==> config.mk <==
export PLATFORM = sky130hd
export DESIGN_NAME = tmt_queue
export DESIGN_NICKNAME = d
export VERILOG_FILES = /design/src/rtl/tmt_pkg.sv /design/src/rtl/tmt_queue.sv
export SDC_FILE = /design/constraint.sdc
export NUM_CORES = 1
export LEC_CHECK = 0
export ABC_AREA = 1
export ABC_CLOCK_PERIOD_IN_PS = 7220
export BUFFER_PORTS_ARGS = -buffer_cell sky130_fd_sc_hd__buf_2
export CORE_ASPECT_RATIO = 1.1
export CORE_UTILIZATION = 52
export DETAILED_ROUTE_END_ITERATION = 12
export GPL_ROUTABILITY_DRIVEN = 0
export PLACE_DENSITY = 0.79
export SETUP_SLACK_MARGIN = 0.1
export SYNTH_ARGS = -nofsm -noshare
export SYNTH_HDL_FRONTEND = slang
export SYNTH_SLANG_ARGS = --single-unit
export TNS_END_PERCENT = 5
==> constraint.sdc <==
create_clock -name clk -period 7.22 [get_ports clk]
set_clock_uncertainty 0.05 [all_clocks]
set_input_delay 0.361 -clock clk [delete_from_list [all_inputs] [get_ports clk]]
set_output_delay 0.361 -clock clk [all_outputs]
set_load 0.02 [all_outputs]
==> src/rtl/tmt_pkg.sv <==
package tmt_pkg;

  // Field and register widths
  localparam int IN_W    = 8;
  localparam int CNT_W   = 9;
  localparam int STEP_W  = 16;
  localparam int Q_W     = 16;
  localparam int IDX_W   = 16;
  localparam int POS_W   = 32;
  localparam int TEX_W   = 16;
  localparam int SIN_W   = 18;
  localparam int ADDR_W  = 5;
  localparam int DATA_W  = 32;

  // Grid limits and sine resolution
  localparam int MAX_RINGS       = 256;
  localparam int MAX_DETAIL      = 256;
  localparam int SINE_TABLE_BITS = 10;

  // Quarter-wave polynomial coefficients
  localparam logic [16:0] SIN_CA = 17'd102944;
  localparam logic [15:0] SIN_CB = 16'd42047;
  localparam logic [12:0] SIN_CC = 13'd4639;

  // Pipeline depths
  localparam int SIN_LAT     = 5;
  localparam int DIV_STEPS   = 15;
  localparam int DIV_LAT     = DIV_STEPS + 1;
  localparam int QUEUE_DEPTH = 2;
  localparam int QPTR_W      = $clog2(QUEUE_DEPTH);

  // Register map
  typedef enum logic [2:0] {
    REG_RING_COUNT  = 3'd0,
    REG_RING_DETAIL = 3'd1,
    REG_RING_STEP   = 3'd2,
    REG_DETAIL_STEP = 3'd3,
    REG_MAJOR_RAD   = 3'd4,
    REG_TUBE_THICK  = 3'd5,
    REG_HALF_WIDTH  = 3'd6,
    REG_HALF_HEIGHT = 3'd7
  } tmt_reg_t;

  typedef struct packed {
    logic [CNT_W-1:0]  ring_count;
    logic [CNT_W-1:0]  ring_detail;
    logic [STEP_W-1:0] ring_step;
    logic [STEP_W-1:0] detail_step;
    logic [Q_W-1:0]    radius;
    logic [Q_W-1:0]    thick;
    logic [Q_W-1:0]    hw;
    logic [Q_W-1:0]    hh;
  } tmt_cfg_t;

  // Per-cell data that rides beside the arithmetic
  typedef struct packed {
    logic             err;
    logic [IDX_W-1:0] here;
    logic [IDX_W-1:0] side;
    logic [IDX_W-1:0] diag;
    logic [IDX_W-1:0] below;
  } tmt_side_t;

  typedef struct packed {
    logic [STEP_W-1:0] tube_ph;
    logic [STEP_W-1:0] ring_ph;
    tmt_side_t         side;
  } tmt_cell_t;

  typedef struct packed {
    logic [POS_W-1:0] pos_x;
    logic [POS_W-1:0] pos_y;
    logic [POS_W-1:0] pos_z;
    logic [TEX_W-1:0] tex_u;
    logic [TEX_W-1:0] tex_v;
    logic [IDX_W-1:0] tri_first_a;
    logic [IDX_W-1:0] tri_first_b;
    logic [IDX_W-1:0] tri_first_c;
    logic [IDX_W-1:0] tri_second_b;
    logic [IDX_W-1:0] tri_second_c;
    logic             index_error;
  } tmt_res_t;

  localparam logic signed [39:0] POS_MAX40 = 40'sd2147483647;
  localparam logic signed [39:0] POS_MIN40 = -40'sd2147483648;

  // Clamp a wide signed value to 32 bits
  function automatic logic [POS_W-1:0] sat32(input logic signed [39:0] v);
    logic [POS_W-1:0] r;
    if (v > POS_MAX40) begin
      r = 32'h7FFF_FFFF;
    end else if (v < POS_MIN40) begin
      r = 32'h8000_0000;
    end else begin
      r = v[31:0];
    end
    return r;
  endfunction

endpackage

==> src/rtl/tmt_queue.sv <==
module tmt_queue (
  input  logic               clk,
  input  logic               rst_n,
  input  logic               push_valid,
  output logic               push_ready,
  input  tmt_pkg::tmt_cell_t push_cell,
  output logic               pop_valid,
  input  logic               pop_ready,
  output tmt_pkg::tmt_cell_t pop_cell
);
  import tmt_pkg::*;

  tmt_cell_t         mem [QUEUE_DEPTH];
  logic [QPTR_W-1:0] wr_ptr_r, rd_ptr_r;
  logic [QPTR_W:0]   cnt_r;
  logic              do_push, do_pop;

  assign push_ready = (cnt_r != (QPTR_W+1)'(QUEUE_DEPTH));
  assign pop_valid  = (cnt_r != '0);
  assign pop_cell   = mem[rd_ptr_r];
  assign do_push    = push_valid && push_ready;
  assign do_pop     = pop_valid && pop_ready;

  // Advance pointers and fill count
  always_ff @(posedge clk) begin
    if (!rst_n) begin
      wr_ptr_r <= '0;
      rd_ptr_r <= '0;
      cnt_r    <= '0;
    end else begin
      if (do_push) begin
        wr_ptr_r <= wr_ptr_r + QPTR_W'(1);
      end
      if (do_pop) begin
        rd_ptr_r <= rd_ptr_r + QPTR_W'(1);
      end
      if (do_push && !do_pop) begin
        cnt_r <= cnt_r + (QPTR_W+1)'(1);
      end else if (!do_push && do_pop) begin
        cnt_r <= cnt_r - (QPTR_W+1)'(1);
      end
    end
  end

  always_ff @(posedge clk) begin
    if (do_push) begin
      mem[wr_ptr_r] <= push_cell;
    end
  end

endmodule

==> results of run 1 <==
-- cells by family (layout without fill, tap and decap cells) --
family                     Yosys count  in the layout  share of synthesized area (%)
AOI/OAI and AO/OA                    4              4                          0.306
muxes                               97             97                           16.4
DFF                                199            199                           80.5
adders and majority gates            1              1                          0.170
and+or+nand+nor                     19             19                           1.02
buffers and inverters               19            243                           1.58
-- per-layer routing --
metal	GRT usage, %	up-vias	wire (um)
met1	20.6	1826	4990
met4	7.41	4	198
li1	-	1743	-
met5	0	-	23
met2	28.7	153	6270
met3	6.74	19	1020
-- power by group --
part | leakage (nW) | internal [W] | switching, W
clock | 0.295 | 0.000576 | 0.000377
combinational | 1.36 | 0.000333 | 0.000478
sequential | 1.85 | 0.00146 | 0.0000692
total | 3.51 | 0.00237 | 0.000925
-- worst max-delay path by stage --
stage                          from           to  slack [ps]  cells after the start
final                     flip-flop  pop_cell[4]        4240                      3
after global routing      flip-flop  pop_cell[4]        4090                      3
after CTS                 flip-flop  pop_cell[5]        4190                      3
after detailed placement   cnt_r[0]    mem[1][3]        4640                      6
after global placement    flip-flop  pop_cell[5]        4690                      3
after floorplan            cnt_r[0]    mem[0][0]        1850                      4
-- registers in the layout, summed over array words and instances (netlist names), named ones only --
register and flops:
rd_ptr_r 1, mem 194, cnt_r 2, wr_ptr_r 1
-- placed cells by master (no fill, tap or decap), drive strengths merged --
| cell type | instances |
|---|---|
| a21oi | 1 |
| buf | 204 |
| bufinv | 4 |
| clkbuf | 18 |
| clkinv | 7 |
| clkinvlp | 1 |
| dfxtp | 5 |
| edfxtp | 194 |
| ha | 1 |
| inv | 9 |
| mux2 | 97 |
| nand2 | 9 |
| nand3 | 1 |
| nand4 | 1 |
| nor2 | 8 |
| o21a | 1 |
| o21ai | 2 |
-- per-stage QoR --
| stage | hold slack, ps | cell area (um2) |
|---|---|---|
| floorplan | 410 | 7360 |
| global placement | 429 | 8560 |
| detailed placement | 440 | 8560 |
| CTS | 56.4 | 9170 |
| global route | 60.3 | 9170 |
| finish | 76.7 | 9170 |
-- final cells by class --
cell class	count	area share (%)
flip-flops and latches	199	64.7
clock buffers	18	4.68
clock inverters	13	1.97
well taps	188	2.57
multi-input cells	121	14.5
repair buffers	204	11.3
inverters	8	0.328
==> results.txt, run 1 <==
Top-count cell post-synth: edfxtp_1
Launch point of the worst hold path: push_cell[66]
Setup repair after global routing missed its margin: no
Post-route minimum period: 2980 ps
GRT Util Overall: 17.5%
Area of the multi-input gates: 1330 um2
Grt ovf: 0
Worst-skew pair later-pin latency: 420 ps
Number of routed nets with antenna violations: 0
Final Routed Wirelength: 12500 um
Relative slew slack: 50.0%
Setup TNS: 0 ps
Count of placed standard cells including taps: 720
Fraction of layout cells with a size suffix above 1: 59.0%
Pin slew with the least headroom to its limit: 750 ps
Clock Sink Count: 199
Initial antenna violation count: 2
Buf/Inv on CP: 2
Root buffer cell: clkbuf_16
Relative area change from synthesis to final layout: 24.6%
Fraction of the cycle the final worst path needs: 41.3%
Overall power after layout: 0.00330 W
HPWL after DPL: 8430 um
Layout Nets: 653
Area of the die: 14600 um2
H-tree level count: 4
Portion of synthesized cell area occupied by the leading cell type: 79.2%
Synth async-reset ratio: 0%
Number of detailed-routing iterations run before antenna repair: 4
Kind of cell adding the most delay to the critical path: buffers and inverters
Worst Hold Path Cells: 1
Average wire length per cell after detail routing: 16.6 um
Number of cells produced by synthesis: 339
Max_cap viols: 0
Dominant cell type by area after synthesis: edfxtp_1
Quantity of hold-fixing buffers added after cts: 0
Capture instance of the worst register-to-register path: mem[1][23]
Total CTS buffers: 17
Bufs on Longest Clock Path: 2
Resized Gates After CTS: 0
Worst Setup Slack post-DPL: 4640 ps
Synthesized netlist net count: 441
Y dimension of the die: 127 um
Sequential-to-total area share from yosys stat: 80.5%
DR DRC count: 0
Leading post-synthesis cells by cell area: edfxtp_1 (79%), mux2_2 (10%), mux2_4 (6.1%)
Chip width: 115 um
Capturing element type of the critical path: output pin
Count of buffers added by post-CTS timing repair for setup: 0
Core Area: 13800 um2
Outcome: completed
Number of global-route vias before repair: 3783
Starting Density: 53.3%
Clock transition time at the flip-flop clock pins of the worst setup and hold paths: 70 ps
Ys flop type: edfxtp_1
Share of the core filled with cells: 66.5%
Maximum operating frequency: 335 MHz
Number of DRC markers in iteration 0: 248
Register bit count reported by yosys: 199
Hold crit path type: primary input to flip-flop
Per-instance average area after synthesis: 21.7 um2
Largest net degree at the start of global routing: 53
Crit Path Max Fanout: 52
Setup-failing EPs final: 0
Hold violation total from the final report: 0
WP data arrival: 2570 ps
Cells traversed along the worst timing path: buf_4 -> mux2_2 -> buf_2
Pwr dens: 359 nW/um2
Area taken by flip-flops and latches: 5930 um2
Post-route worst setup slack: 4240 ps
Warnings, synthesis: 0
Crit path max-delay cell type: dfxtp_4
Via count: 3745
Post-synth EDFFs: 194
Port Buf Inserts: 199
Maximum cell stage delay along the critical path: 780 ps
Leakage power: 3.51 nW
Placement row count: 45
Non-filler instance count after layout: 751
Setup slack of the worst register-to-register path: 4640 ps
FF-to-FF path depth: 6
TritonCTS clock tree: done
Highest ir drop seen on vdd: 180 uV
Startpoint of the lowest-slack register-to-register path: cnt_r[0]
Critical path class: flip-flop to output pin
Crit path required time: 6810 ps
Capture endpoint of the worst hold path: mem[1][66]
Count of different cell masters after synthesis: 15
Wire length of the first global-routing pass: 18500 um
Most common library cells after synthesis: edfxtp_1 (194), mux2_2 (67), mux2_4 (30)
Count of pins on the block boundary: 200
Per-cell via count in the routed design: 4.99
Pins Over Slew Limit: 0
Cell area after technology mapping: 7360 um2
Fill cell instance count of the final layout: 933
N_diodes: 0
Startpoint class of the critical path: flip-flop
(Power assumes the default switching activity.)
==> inputs of run 2 (changes only) <==
Settings changed: ABC_CLOCK_PERIOD_IN_PS 7220 to 2500, CORE_UTILIZATION 52 to 47, PLACE_DENSITY 0.79 to 0.76.
Clock period 7.22 ns to 2.5 ns, I/O delays scaled along.
==> results.txt, run 2 (synthesis gave the netlist of run 1 again) <==
Fraction of the cycle the final worst path needs: 82.9%
Count of pins on the block boundary: 200
HPWL after DPL: 8540 um
Pwr dens: 929 nW/um2
GRT Util Overall: 17.9%
DR DRC count: 0
Setup-failing EPs final: 0
Buf/Inv on CP: 2
Relative slew slack: 52.8%
Grt ovf: 0
Per-cell via count in the routed design: 4.90
Hold violation total from the final report: 0
N_diodes: 0
Fin area: 10100 um2
Capturing element type of the critical path: output pin
Hold crit path type: primary input to flip-flop
Total CTS buffers: 17
Initial antenna violation count: 0
Area of the die: 16200 um2
Top reg by flops: mem
Cells traversed along the worst timing path: buf_4 -> mux2_2 -> buf_2
Setup repair after global routing missed its margin: no
H-tree level count: 4
Crit path required time: 2330 ps
Max reg flops: 194
Post-route minimum period: 2070 ps
Placed cell area: 8620 um2
Relative area change from synthesis to final layout: 37.6%
Clock Sink Count: 199
Area of the multi-input gates: 1350 um2
Number of detailed-routing iterations run before antenna repair: 4
Startpoint class of the critical path: flip-flop
Crit Path Max Fanout: 46
Outcome: completed
Fraction of layout cells with a size suffix above 1: 49.9%
Max_cap viols: 0
Placement row count: 47
Bufs on Longest Clock Path: 2
Crit path max-delay cell type: buf_4
Worst-skew pair later-pin latency: 420 ps
Number of routed nets with antenna violations: 0
Maximum operating frequency: 482 MHz
Top Registers: mem x194, cnt_r x2
Pins Over Slew Limit: 0
Area taken by flip-flops and latches: 5930 um2
Fill cell instance count of the final layout: 1029
Maximum cell stage delay along the critical path: 490 ps
Setup TNS: 0 ps
TritonCTS clock tree: done
Root buffer cell: clkbuf_16
Pin slew with the least headroom to its limit: 708 ps
Resized Gates After CTS: 0
Kind of cell adding the most delay to the critical path: buffers and inverters
Number of global-route vias before repair: 4532
Most frequent cells in the layout: buf_2 (199), edfxtp_1 (194), dlygate4sd3_1 (98), mux2_2 (67), mux2_4 (30)
WP data arrival: 1900 ps
Via count: 4206
Wire length of the first global-routing pass: 21400 um
Average wire length per cell after detail routing: 16.6 um
Chip width: 121 um
Layout Nets: 752
Core Area: 15200 um2
Most common cell after layout, fill and taps aside: buf_2
Final Routed Wirelength: 14300 um
Number of DRC markers in iteration 0: 203
Leakage power: 3.89 nW
Y dimension of the die: 133 um
Port Buf Inserts: 199
Starting Density: 48.5%
Largest net degree at the start of global routing: 54
Highest ir drop seen on vdd: 694 uV
Clock transition time at the flip-flop clock pins of the worst setup and hold paths: 60 ps
Critical path class: flip-flop to output pin
-- run 2: timing repair --
item | in CTS | in global routing
hold buffers | 98 | 0
setup endpoints to repair | 0 | 0
setup buffers | 0 | 0
endpoints found under the hold margin | 199 | 0
-- run 2: worst paths after layout --
check | startpoint | endpoint | slack [ps] | cells after the start
worst max-delay path | flip-flop | pop_cell[76] | 430 | 3
worst min-delay path | push_valid | wr_ptr_r | 70 | 4
worst max register to register | cnt_r[0] | mem[1][62] | 830 | 5
worst min register to register | rd_ptr_r | flip-flop | 480 | 2
-- run 2: per-stage QoR --
step                      power (W)  cells  hold slack [ps]  util, %  setup slack (ps)
after floorplan             0.00616    339              174        -              25.5
after global placement      0.00684    729              263     56.8               862
after detailed placement    0.00692    729              266     56.8               831
after CTS                   0.00948    859             44.0     66.7               388
after global routing        0.00980    859             52.3     66.7               343
final                       0.00941    859             65.4     66.7               427
-- run 2: layer usage --
| layer | share of wire (%) | track usage, % | wire, um |
|---|---|---|---|
| met5 | 0 | 0 | 0 |
| met4 | 2.2 | 9.26 | 312 |
| met3 | 5.9 | 5.27 | 837 |
| met2 | 54 | 32.1 | 7670 |
| met1 | 38 | 18.7 | 5440 |
-- run 2: tightest hold or removal path, stage by stage --
cell     delay [ps]
buf_2           100
nand2_4          70
o21ai_0         150
nor2_1           40
-- run 2: power breakdown --
| group | internal (W) | switching (W) |
|---|---|---|
| logic | 0.00110 | 0.00152 |
| clock network | 0.00135 | 0.00109 |
| registers | 0.00422 | 0.000125 |
| total | 0.00667 | 0.00273 |
-- run 2: layout make-up --
cell class | count | share of cell area, %
Sequential cell | 199 | 58.6
Timing Repair Buffer | 303 | 20.2
Multi-Input combinational cell | 121 | 13.3
Clock buffer | 21 | 4.35
Tap cell | 196 | 2.42
Clock inverter | 11 | 0.816
Inverter | 8 | 0.297
