[src/rtl/tmt_pkg.sv]
package tmt_pkg;

  // Field and register widths
  localparam int IN_W    = 8;
  localparam int CNT_W   = 9;
  localparam int STEP_W  = 16;
  localparam int Q_W     = 16;
  localparam int IDX_W   = 16;
  localparam int POS_W   = 32;
  localparam int TEX_W   = 16;
  localparam int SIN_W   = 18;
  localparam int ADDR_W  = 5;
  localparam int DATA_W  = 32;

  // Grid limits and sine resolution
  localparam int MAX_RINGS       = 256;
  localparam int MAX_DETAIL      = 256;
  localparam int SINE_TABLE_BITS = 10;

  // Quarter-wave polynomial coefficients
  localparam logic [16:0] SIN_CA = 17'd102944;
  localparam logic [15:0] SIN_CB = 16'd42047;
  localparam logic [12:0] SIN_CC = 13'd4639;

  // Pipeline depths
  localparam int SIN_LAT     = 5;
  localparam int DIV_STEPS   = 15;
  localparam int DIV_LAT     = DIV_STEPS + 1;
  localparam int QUEUE_DEPTH = 2;
  localparam int QPTR_W      = $clog2(QUEUE_DEPTH);

  // Register map
  typedef enum logic [2:0] {
    REG_RING_COUNT  = 3'd0,
    REG_RING_DETAIL = 3'd1,
    REG_RING_STEP   = 3'd2,
    REG_DETAIL_STEP = 3'd3,
    REG_MAJOR_RAD   = 3'd4,
    REG_TUBE_THICK  = 3'd5,
    REG_HALF_WIDTH  = 3'd6,
    REG_HALF_HEIGHT = 3'd7
  } tmt_reg_t;

  typedef struct packed {
    logic [CNT_W-1:0]  ring_count;
    logic [CNT_W-1:0]  ring_detail;
    logic [STEP_W-1:0] ring_step;
    logic [STEP_W-1:0] detail_step;
    logic [Q_W-1:0]    radius;
    logic [Q_W-1:0]    thick;
    logic [Q_W-1:0]    hw;
    logic [Q_W-1:0]    hh;
  } tmt_cfg_t;

  // Per-cell data that rides beside the arithmetic
  typedef struct packed {
    logic             err;
    logic [IDX_W-1:0] here;
    logic [IDX_W-1:0] side;
    logic [IDX_W-1:0] diag;
    logic [IDX_W-1:0] below;
  } tmt_side_t;

  typedef struct packed {
    logic [STEP_W-1:0] tube_ph;
    logic [STEP_W-1:0] ring_ph;
    tmt_side_t         side;
  } tmt_cell_t;

  typedef struct packed {
    logic [POS_W-1:0] pos_x;
    logic [POS_W-1:0] pos_y;
    logic [POS_W-1:0] pos_z;
    logic [TEX_W-1:0] tex_u;
    logic [TEX_W-1:0] tex_v;
    logic [IDX_W-1:0] tri_first_a;
    logic [IDX_W-1:0] tri_first_b;
    logic [IDX_W-1:0] tri_first_c;
    logic [IDX_W-1:0] tri_second_b;
    logic [IDX_W-1:0] tri_second_c;
    logic             index_error;
  } tmt_res_t;

  localparam logic signed [39:0] POS_MAX40 = 40'sd2147483647;
  localparam logic signed [39:0] POS_MIN40 = -40'sd2147483648;

  // Clamp a wide signed value to 32 bits
  function automatic logic [POS_W-1:0] sat32(input logic signed [39:0] v);
    logic [POS_W-1:0] r;
    if (v > POS_MAX40) begin
      r = 32'h7FFF_FFFF;
    end else if (v < POS_MIN40) begin
      r = 32'h8000_0000;
    end else begin
      r = v[31:0];
    end
    return r;
  endfunction

endpackage

[src/rtl/tmt_front.sv]
module tmt_front (
  input  logic                  clk,
  input  logic                  rst_n,
  input  logic                  in_valid,
  output logic                  in_ready,
  input  logic [tmt_pkg::IN_W-1:0] ring_index,
  input  logic [tmt_pkg::IN_W-1:0] detail_index,
  input  tmt_pkg::tmt_cfg_t     cfg,
  output logic                  push_valid,
  input  logic                  push_ready,
  output tmt_pkg::tmt_cell_t    push_cell
);
  import tmt_pkg::*;

  logic [CNT_W-1:0]   rc, dc, ri, di, rn, jn, ri_inc, di_inc;
  logic [2*CNT_W-1:0] prod_r, prod_rn;
  logic [31:0]        tube_full, ring_full;
  tmt_cell_t          cell_nxt, cell_r;
  logic               valid_r;

  // Clamp counts and classify the request
  always_comb begin
    rc = (32'(cfg.ring_count) > MAX_RINGS) ? CNT_W'(MAX_RINGS) : cfg.ring_count;
    dc = (32'(cfg.ring_detail) > MAX_DETAIL) ? CNT_W'(MAX_DETAIL) : cfg.ring_detail;
    ri = {1'b0, ring_index};
    di = {1'b0, detail_index};
    ri_inc = ri + CNT_W'(1);
    di_inc = di + CNT_W'(1);
    rn = (ri_inc >= rc) ? '0 : ri_inc;
    jn = (di_inc >= dc) ? '0 : di_inc;
    prod_r  = ri * dc;
    prod_rn = rn * dc;
    tube_full = 32'(detail_index) * 32'(cfg.detail_step);
    ring_full = 32'(ring_index) * 32'(cfg.ring_step);
    cell_nxt.tube_ph    = tube_full[STEP_W-1:0];
    cell_nxt.ring_ph    = ring_full[STEP_W-1:0];
    cell_nxt.side.err   = (ri >= rc) || (di >= dc);
    cell_nxt.side.here  = IDX_W'(prod_r + (2*CNT_W)'(di));
    cell_nxt.side.side  = IDX_W'(prod_r + (2*CNT_W)'(jn));
    cell_nxt.side.diag  = IDX_W'(prod_rn + (2*CNT_W)'(jn));
    cell_nxt.side.below = IDX_W'(prod_rn + (2*CNT_W)'(di));
  end

  assign in_ready   = !valid_r || push_ready;
  assign push_valid = valid_r;
  assign push_cell  = cell_r;

  // Hold the classified request until the queue takes it
  always_ff @(posedge clk) begin
    if (!rst_n) begin
      valid_r <= 1'b0;
    end else if (in_ready) begin
      valid_r <= in_valid;
    end
  end

  always_ff @(posedge clk) begin
    if (in_ready && in_valid) begin
      cell_r <= cell_nxt;
    end
  end

endmodule

[config.mk]
export PLATFORM = sky130hd
export DESIGN_NAME = tmt_front
export DESIGN_NICKNAME = d
export VERILOG_FILES = /design/src/rtl/tmt_pkg.sv /design/src/rtl/tmt_front.sv
export SDC_FILE = /design/constraint.sdc
export NUM_CORES = 1
export LEC_CHECK = 0
export BUFFER_PORTS_ARGS = -buffer_cell sky130_fd_sc_hd__buf_4
export CAP_MARGIN = 40
export CORE_MARGIN = 8
export CORE_UTILIZATION = 40
export CTS_BUF_LIST = sky130_fd_sc_hd__clkbuf_16
export DETAILED_ROUTE_END_ITERATION = 8
export PLACE_DENSITY_LB_ADDON = 0.25
export SLEW_MARGIN = 20
export SYNTH_ARGS = -nofsm -noshare
export SYNTH_HDL_FRONTEND = slang
export SYNTH_SLANG_ARGS = --single-unit
[constraint.sdc]
create_clock -name clk -period 11.1 [get_ports clk]
set_input_delay 1.665 -clock clk [delete_from_list [all_inputs] [get_ports clk]]
set_output_delay 1.665 -clock clk [all_outputs]
set_load 0.02 [all_outputs]
==> results of run 1 <==
## power breakdown
part           internal [uW]  leakage, uW  switching [uW]  total, uW
logic                    941      0.00740            1200       2140
clock network            177     0.000150             163        340
registers                639     0.000950            44.1        683
## layout by cell type (no fill, tap or decap), types with 31 or more instances in the layout
cell type	instances
a21oi_1	47
and2_1	142
buf_4	173
edfxtp_1	97
fa_1	214
ha_1	184
inv_1	263
nand2_1	196
nor2_1	123
o21ai_0	33
xnor2_1	98
xor2_1	31
## critical path, cell delays in order
cell and delay [ns]:
buf_4 0.31, ha_1 0.25, nand3_1 0.18, nor3_1 0.50, ha_1 0.34, and3_1 0.18, a21oi_1 0.41, buf_4 0.25
nand2_1 0.20, nor3_1 0.33, fa_1 0.45, ha_1 0.30, ha_1 0.15, inv_1 0.06, fa_1 0.51, inv_1 0.04
ha_1 0.23, fa_1 0.46, a21o_1 0.23, a21oi_1 0.18, xnor2_1 0.19, ha_1 0.40, nand2_1 0.06, o31ai_1 0.58
nand4b_1 0.20, xnor2_1 0.16
## metal layers
layer / wire (um) / vias up
met5: 0 / -
met4: 682 / 0
met3: 2090 / 40
met2: 19200 / 285
met1: 17200 / 6037
li1: - / 5778
## final timing paths
path / to / slack [ns] / cells after the start
setup / recovery: push_cell[31]$_DFFE_PP_ / 2.42 / 26
hold / removal: push_valid$_SDFFE_PN0N_ / 0.55 / 2
setup reg to reg: push_cell[71]$_DFFE_PP_ / 9.21 / 4
hold reg to reg: push_valid$_SDFFE_PN0N_ / 0.55 / 2
## state kept, by name, indices dropped and copies added (netlist names)
signal / cells
push_valid: 1
push_cell: 97
## stage by stage
stage | util (%) | instance area [um^2]
after floorplan | - | 16000
after global placement | 44.9 | 17800
after detailed placement | 45.0 | 17800
after CTS | 45.8 | 18100
after global routing | 45.8 | 18100
final | 45.8 | 18100
## area by class of cell
| class | count | area share [%] |
|---|---|---|
| clock buffers | 9 | 1.24 |
| clock inverters | 7 | 0.415 |
| repair buffers | 174 | 7.32 |
| well taps | 525 | 3.63 |
| inverters | 264 | 5.47 |
| flip-flops and latches | 98 | 16.2 |
| multi-input cells | 1305 | 65.7 |
## kinds of logic after synthesis
family | after synthesis
AND/OR/NAND/NOR | 592
adder cells (fa/ha/maj) | 398
buffers and inverters | 305
AO/OA/AOI/OAI | 185
XOR/XNOR | 130
flip-flops | 98
==> key figures, run 1 <==
Floorplanning
  – Row count: 73
  – Die area: 46,600 um^2
  – DIE WIDTH: 216 um
  – Starting Density: 40.4%
  – Core area: 39,500 um^2
  – I/O Pins: 233
  – Die H: 216 um

Clock network
  – Clock Latency Late Sink: 0.39 ns
  – H-tree depth: 3
  – Inserted Clock Buffers: 9
  – CTS tree: done
  – Clock Sinks: 98
  – CTS root buffer: clkbuf_16
  – Longest Clk Path Bufs: 2
  – Setup Fix Bufs, Post-CTS: 0
  – Post_cts resized: 0
  – Clock slew at reported path FFs: 0.08 ns
  – Post-CTS Hold Fix Bufs: 0

Cells and area
  – Nets@finish: 2,384
  – Share of post-route cells with drive strength above 1: 11.6%
  – Reg area: 2930 um^2
  – Number of fill cells: 3,803
  – # diodes: 0
  – Layout overhead on the synthesized area: 13.3%
  – Multi-input combinational cell area: 11,900 um^2
  – Fin cells: 2,382

GRT
  – Gr ovfl total: 0
  – GR Util met3: 4.00%
  – Global-route wire length before repair: 64,900 um
  – Global-route usage over all layers: 17.0%
  – Met1 Usage GRT: 21.0%
  – GRT busiest layer: met2
  – Met2 Use GR: 29.7%
  – Largest net degree at the start of global routing: 48
  – Number of antenna violations at the first check in global routing: 0
  – Vias in the first global route: 13,000

Synth
  – Netlist cell types: 72
  – Yosys warnings: 0
  – Register area share after synthesis: 18.3%
  – Compound-Gate Fraction of Synth Area: 7.95%
  – Post-synth EDFFs: 97
  – Multiplexer area fraction after synthesis: 0%
  – Post-synthesis async set-or-reset flop share: 0%
  – Post-Syn Area per Cell: 9.36 um^2
  – Netlist Area Pre-Place: 16,000 um^2
  – Adder-cell area share of the yosys netlist: 41.2%
  – Mapped Cells: 1,708
  – Largest family of logic cells by synthesized area: adder cells
  – Leading area contributor after synthesis: fa_1
  – Post-Synth XOR/XNOR Area: 7.17%
  – Number of synthesized register bits: 98
  – Synth top cells by count: 262 x inv_1, 214 x fa_1, 196 x nand2_1, 184 x ha_1, 143 x and2_1
  – Synth area leaders: fa_1 27%, edfxtp_1 18%, ha_1 14%
  – Most frequent cell after synthesis: inv_1
  – Syn_nets: 2,240
  – Yosys top cell area share: 26.8%
  – Simple-gate share of the synthesized area: 18.1%
  – Synth Flop Type: edfxtp_1

Pwr
  – Pwr Density: 175 nW/um^2
  – Leak: 0.00850 uW
  – Worst vdd ir: 0.000160 V
  – Total power: 3170 uW

Job
  – Max Cap Viol: 0

Worst hold path
  – Worst hold path type: flip-flop to flip-flop
  – Hold wc startpoint: push_valid$_SDFFE_PN0N_

STA
  – Relative slew slack: 51.4%
  – Final Skew: 0.0172 ns
  – Final WS setup: 2.42 ns
  – Highest Clock Rate: 115 MHz
  – Final Hold Viols: 0
  – Fin Hold WS: 0.547 ns
  – Measured slew at the worst slew-check pin: 0.725 ns
  – Fin Setup TNS: 0 ns
  – Post-layout min period: 8.68 ns
  – RSZ-0062 raised after global routing: false
  – Final period util: 78.2%
  – Finish-stage setup viols: 0
  – Final Max Slew Viols: 0

Critical path
  – Worst Setup End Kind: flip-flop
  – Startpoint Class: input port
  – Critical path required time: 11.23 ns
  – Crit path from: ring_index[1]
  – Arr. time, crit path: 8.81 ns
  – Critical R2R Launch: push_valid$_SDFFE_PN0N_
  – CP max FO: 28
  – WS Path Type: input port to flip-flop

Outcome
  – Status: finished clean

Routing
  – Final wirelength: 39,200 um
  – Initial DRC count: 575
  – DRC: 0
  – DR pass1 iterations: 5
  – WL/cell: 16.4 um
  – DRT antenna net count: 0
  – Via Count: 12,100
  – DR vias/cell: 5.10

Place
  – Cell Count Post-Placement: 2,365
  – Number of port buffers: 168
  – Pre-CTS setup slack: 2.13 ns
  – Post-DP HPWL: 31,700 um
  – Routability cong.: 0.866
(Power assumes the default switching activity.)
==> run 2, diff against run 1 <==
==> constraint.sdc (replaced) <==
create_clock -name clk -period 8.4 [get_ports clk]
set_input_delay 1.26 -clock clk [delete_from_list [all_inputs] [get_ports clk]]
set_output_delay 1.26 -clock clk [all_outputs]
set_load 0.02 [all_outputs]
==> run 2 against run 1 <==
Effect of this change: total power up 34%; cell count up 0.29%; clock-buffer cell count unchanged; hold slack better by 0.0092 ns; via count down 0.38%; global-route usage up 0.24 points; largest cell class unchanged; largest power group unchanged.
==> key figures, run 2 (same netlist as run 1, synthesis figures left out) <==
Place
  – Post-DP HPWL: 31,800 um
  – Number of port buffers: 168
  – Pre-CTS setup slack: 0.302 ns
  – Cell Count Post-Placement: 2,373
  – Routability cong.: 0.876

Routing
  – DRT antenna net count: 0
  – WL/cell: 16.4 um
  – Final wirelength: 39,200 um
  – Via Count: 12,100
  – DR pass1 iterations: 7
  – DR vias/cell: 5.06
  – Initial DRC count: 529
  – DRC: 0

Cells and area
  – Max reg flops: 97
  – Layout overhead on the synthesized area: 13.8%
  – Nets@finish: 2,391
  – Leading cell type in the layout, fill and taps excluded: inv_1
  – Commonest cells after routing, fill and taps aside: 263 x inv_1, 214 x fa_1, 196 x nand2_1
  – Number of fill cells: 3,794
  – Share of post-route cells with drive strength above 1: 12.0%
  – Fin cells: 2,389
  – # diodes: 0

Clock network
  – Post-CTS Hold Fix Bufs: 0
  – Setup Fix Bufs, Post-CTS: 0
  – Post_cts resized: 0
  – H-tree depth: 3
  – Longest Clk Path Bufs: 2
  – Clock Sinks: 98
  – CTS tree: done
  – CTS root buffer: clkbuf_16
  – Clock slew at reported path FFs: 0.07 ns
  – Inserted Clock Buffers: 9
  – Clock Latency Late Sink: 0.40 ns

Critical path
  – CP max FO: 24
  – Top delay family on crit path: adder cells
  – WS Path Type: input port to flip-flop
  – Arr. time, crit path: 7.83 ns
  – CP max stage cell: fa_1
  – Critical path buffers and inverters: 5
  – Most frequent CP cell: fa_1
  – Critical path required time: 8.54 ns
  – Worst Setup End Kind: flip-flop
  – Crit-path max cell delay: 0.49 ns
  – Startpoint Class: input port

Pwr
  – Int Pwr: 2370 uW
  – Reg power frac: 21.3%
  – Combinational Power Share: 67.3%
  – Clock power share: 11.4%
  – Pwr Density: 233 nW/um^2
  – Switching Share: 44.2%
  – Switch Pwr: 1870 uW
  – Total power: 4240 uW
  – Worst vdd ir: 0.000216 V
  – Leak: 0.00855 uW

STA
  – Measured slew at the worst slew-check pin: 0.845 ns
  – Final period util: 91.6%
  – RSZ-0062 raised after global routing: false
  – Relative slew slack: 43.5%
  – Post-layout min period: 7.70 ns
  – Final Max Slew Viols: 0
  – Final Skew: 0.0182 ns
  – Finish-stage setup viols: 0
  – Highest Clock Rate: 130 MHz
  – Final WS setup: 0.702 ns
  – Final Hold Viols: 0
  – Fin Setup TNS: 0 ns

GRT
  – Global-route wire length before repair: 65,400 um
  – Number of antenna violations at the first check in global routing: 0
  – Global-route usage over all layers: 17.3%
  – Vias in the first global route: 13,000
  – Gr ovfl total: 0
  – Largest net degree at the start of global routing: 55

Floorplanning
  – DIE WIDTH: 216 um
  – Starting Density: 40.4%
  – Die H: 216 um
  – I/O Pins: 233
  – Die area: 46,600 um^2
  – Row count: 73
  – Core area: 39,500 um^2

Worst hold path
  – Worst hold path type: flip-flop to flip-flop

Job
  – Max Cap Viol: 0

Outcome
  – Status: finished clean
==> run 2: cell types whose count changed in the layout (fill, tap and decap cells not counted), sizes merged <==
cell,previous run,this run
buf,174,181
bufinv,1,2
clkinv,2,1
==> run 2: power groups by stage <==
stage / clock (uW) / sequential [uW] / combinational (uW)
after floorplan: 0 / 1110 / 1890
after global placement: 0 / 916 / 2810
after detailed placement: 0 / 916 / 2860
after CTS: 504 / 907 / 2890
after global routing: 516 / 920 / 3200
final: 484 / 904 / 2860
==> run 2: path summary, 6_finish.rpt <==
check	from	endpoint	slack [ns]	cells past startpoint
max	ring_index[0]	push_cell[15]$_DFFE_PP_	0.70	26
min	push_valid$_SDFFE_PN0N_	push_valid$_SDFFE_PN0N_	0.56	2
max reg2reg	push_valid$_SDFFE_PN0N_	push_cell[78]$_DFFE_PP_	6.51	4
min reg2reg	push_valid$_SDFFE_PN0N_	push_valid$_SDFFE_PN0N_	0.56	2
==> run 2: worst register-to-register path: cells and delay by family (launching register included) <==
| family | cells | cell delay (ns) |
|---|---|---|
| flip-flops | 1 | 0.31 |
| AND/OR/NAND/NOR | 2 | 0.55 |
| buffers and inverters | 2 | 0.63 |
==> run 2: final cells by class <==
type                    instances  area, um^2  share of cell area, %
clock inverters                 7         100                  0.550
multi-input cells            1305       11900                   65.4
repair buffers                181        1380                   7.58
inverters                     264         991                   5.45
well taps                     525         657                   3.61
clock buffers                   9         225                   1.24
flip-flops and latches         98        2930                   16.1
==> run 2: metrics by stage <==
stage | hold WS, ns | cell area, um^2 | utilization [%]
2_1_floorplan | 0.750 | 16000 | -
3_3_place_gp | 0.520 | 17800 | 45.1
3_5_place_dp | 0.555 | 17900 | 45.2
4_1_cts | 0.565 | 18200 | 46.0
5_1_grt | 0.590 | 18200 | 46.0
6_report | 0.556 | 18200 | 46.0
==> run 2: metal layers <==
metal | track usage (%) | vias up | routed length [um]
met3 | 4.08 | 32 | 2500
li1 | - | 5787 | -
met1 | 21.7 | 5970 | 17100
met5 | 0 | - | 0
met2 | 29.5 | 305 | 19100
met4 | 4.62 | 0 | 606
==> run 3, diff against run 2 <==
--- a/config.mk
+++ b/config.mk
@@ -11,6 +11,7 @@
 export CORE_UTILIZATION = 40
 export CTS_BUF_LIST = sky130_fd_sc_hd__clkbuf_16
 export DETAILED_ROUTE_END_ITERATION = 8
+export GPL_TIMING_DRIVEN = 0
 export PLACE_DENSITY_LB_ADDON = 0.25
 export SLEW_MARGIN = 20
 export SYNTH_ARGS = -nofsm -noshare
==> run 3 against run 2 <==
Effect of this change: global-route usage is 0.20 points higher; sequential power hardly changed; register-to-register slack better by 0.16 ns; die area stayed put; clock-buffer cell count stayed put; utilization is 0.16 points higher; flip-flop and latch count stayed put; largest cell class unchanged; non-clock buffer count is 28 higher; critical path type unchanged.
==> key figures, run 3 (same netlist as run 1, synthesis figures left out) <==
Worst hold path
  – Worst hold path type: flip-flop to flip-flop
  – Hold wc startpoint: push_valid$_SDFFE_PN0N_
  – Worst Hold Path EP: push_valid$_SDFFE_PN0N_
  – Hold Crit Depth: 2

Critical path
  – Critical path required time: 8.51 ns
  – Arr. time, crit path: 8.00 ns
  – Crit-path max cell delay: 0.50 ns
  – CP max stage cell: fa_1
  – Most frequent CP cell: fa_1
  – Critical path buffers and inverters: 4
  – Reg2Reg Setup Slack: 6.67 ns
  – Top delay family on crit path: adder cells
  – Critical R2R Launch: push_valid$_SDFFE_PN0N_
  – WS Path Type: input port to flip-flop
  – CP max FO: 10
  – FF-to-FF End: push_cell[70]$_DFFE_PP_
  – R2r worst-path depth: 3
  – Startpoint Class: input port
  – Worst Setup End Kind: flip-flop

Cells and area
  – Share of post-route cells with drive strength above 1: 11.5%
  – Nets@finish: 2,419
  – Post-route cell area: 18,200 um^2
  – # diodes: 0
  – Number of fill cells: 3,796
  – Multi-input combinational cell area: 11,900 um^2
  – Reg area: 2930 um^2
  – Leading cell type in the layout, fill and taps excluded: inv_1
  – Commonest cells after routing, fill and taps aside: 264 x inv_1, 214 x fa_1, 196 x nand2_1
  – Layout overhead on the synthesized area: 14.2%
  – Max reg flops: 97

Place
  – Pre-CTS setup slack: -0.291 ns
  – Post-DP Area: 17,900 um^2
  – Number of port buffers: 168
  – Routability cong.: 0.879
  – Post-DP HPWL: 33,400 um

Routing
  – DR pass1 iterations: 5
  – DRC: 0
  – Initial DRC count: 703
  – Via Count: 12,300
  – WL/cell: 16.6 um
  – DRT antenna net count: 0
  – Final wirelength: 40,100 um
  – DR vias/cell: 5.08

Clock network
  – Longest Clk Path Bufs: 2
  – Clock slew at reported path FFs: 0.07 ns
  – H-tree depth: 3
  – Post-CTS Hold Fix Bufs: 0
  – Inserted Clock Buffers: 9
  – Setup Fix Bufs, Post-CTS: 0
  – CTS tree: done
  – Clock Latency Late Sink: 0.40 ns
  – Clock Sinks: 98
  – CTS root buffer: clkbuf_16

GRT
  – Vias in the first global route: 13,100
  – Global-route wire length before repair: 66,200 um
  – Largest net degree at the start of global routing: 55
  – Met2 Use GR: 30.2%
  – GR Util met3: 3.45%
  – Global-route usage over all layers: 17.5%
  – GRT busiest layer: met2
  – Met1 Usage GRT: 22.1%
  – Gr ovfl total: 0
  – Number of antenna violations at the first check in global routing: 0

STA
  – Relative slew slack: 47.5%
  – Post-layout min period: 7.89 ns
  – Final Skew: 0.0283 ns
  – Measured slew at the worst slew-check pin: 0.778 ns
  – Finish-stage setup viols: 0
  – Final WS setup: 0.511 ns
  – Final period util: 93.9%
  – RSZ-0062 raised after global routing: false
  – Final Hold Viols: 0
  – Highest Clock Rate: 127 MHz
  – Final Max Slew Viols: 0

Floorplanning
  – Row count: 73
  – DIE WIDTH: 216 um
  – Die H: 216 um
  – Starting Density: 40.4%
  – I/O Pins: 233
  – Core area: 39,500 um^2
  – Die area: 46,600 um^2

Pwr
  – Worst vdd ir: 0.000181 V
  – Leak: 0.00854 uW
  – Pwr Density: 230 nW/um^2

Job
  – Max Cap Viol: 0

Outcome
  – Status: finished clean
run 3: cell type report:
cell class                      instances  area share [%]
Multi-Input combinational cell       1305            65.4
Sequential cell                        98            16.1
Buffer                                 40           0.871
Inverter                              264            5.43
Tap cell                              525            3.60
Clock buffer                            9            1.23
Clock inverter                          7           0.377
Timing Repair Buffer                  169            7.06
run 3: report_power, final:
part | switching [uW] | total [uW] | internal, uW
logic | 1600 | 2850 | 1260
clock network | 212 | 443 | 232
registers | 61.2 | 906 | 845
total | 1870 | 4200 | 2330
run 3: repair_timing:
action | in CTS | in global routing
setup endpoints to repair | 0 | 13
resized for setup | 0 | 5
endpoints found under the hold margin | 0 | 0
run 3: worst reg2reg max path, cell delays in order, from the launching register on:
cell      delay (ns)
dfxtp_1         0.31
nand2b_1        0.10
and2_4          0.56
buf_16          0.35
run 3: worst max path at each step:
stage / startpoint / to / slack (ns) / depth (start not counted)
floorplan: ring_index[4] / push_cell[31]$_DFFE_PP_ / 0.94 / 27
global placement: ring_index[4] / push_cell[31]$_DFFE_PP_ / -0.15 / 28
detailed placement: ring_index[4] / push_cell[31]$_DFFE_PP_ / -0.29 / 28
CTS: ring_index[4] / push_cell[31]$_DFFE_PP_ / 0.08 / 28
global route: ring_index[1] / push_cell[15]$_DFFE_PP_ / 0.02 / 25
finish: ring_index[1] / push_cell[30]$_DFFE_PP_ / 0.51 / 25
run 3: routing by layer:
layer  vias to the layer above  part of all wire [%]  wire length, um
met5                         -                     0                0
met4                         0                   1.8              716
met3                        42                   5.4             2190
met2                       328                    49            19500
met1                      6069                    44            17700
li1                       5840                     -                -
run 3: per-stage QoR:
stage	utilization (%)	TNS [ns]	hold WS, ns	instances	total power (uW)
finish	46.1	0	0.545	2417	4200
global route	46.1	0	0.577	2417	4600
CTS	46.1	0	0.548	2418	4250
detailed placement	45.3	-1.21	0.541	2402	3770
global placement	45.3	-0.335	0.509	2401	3730
floorplan	-	0	0.750	1708	3000
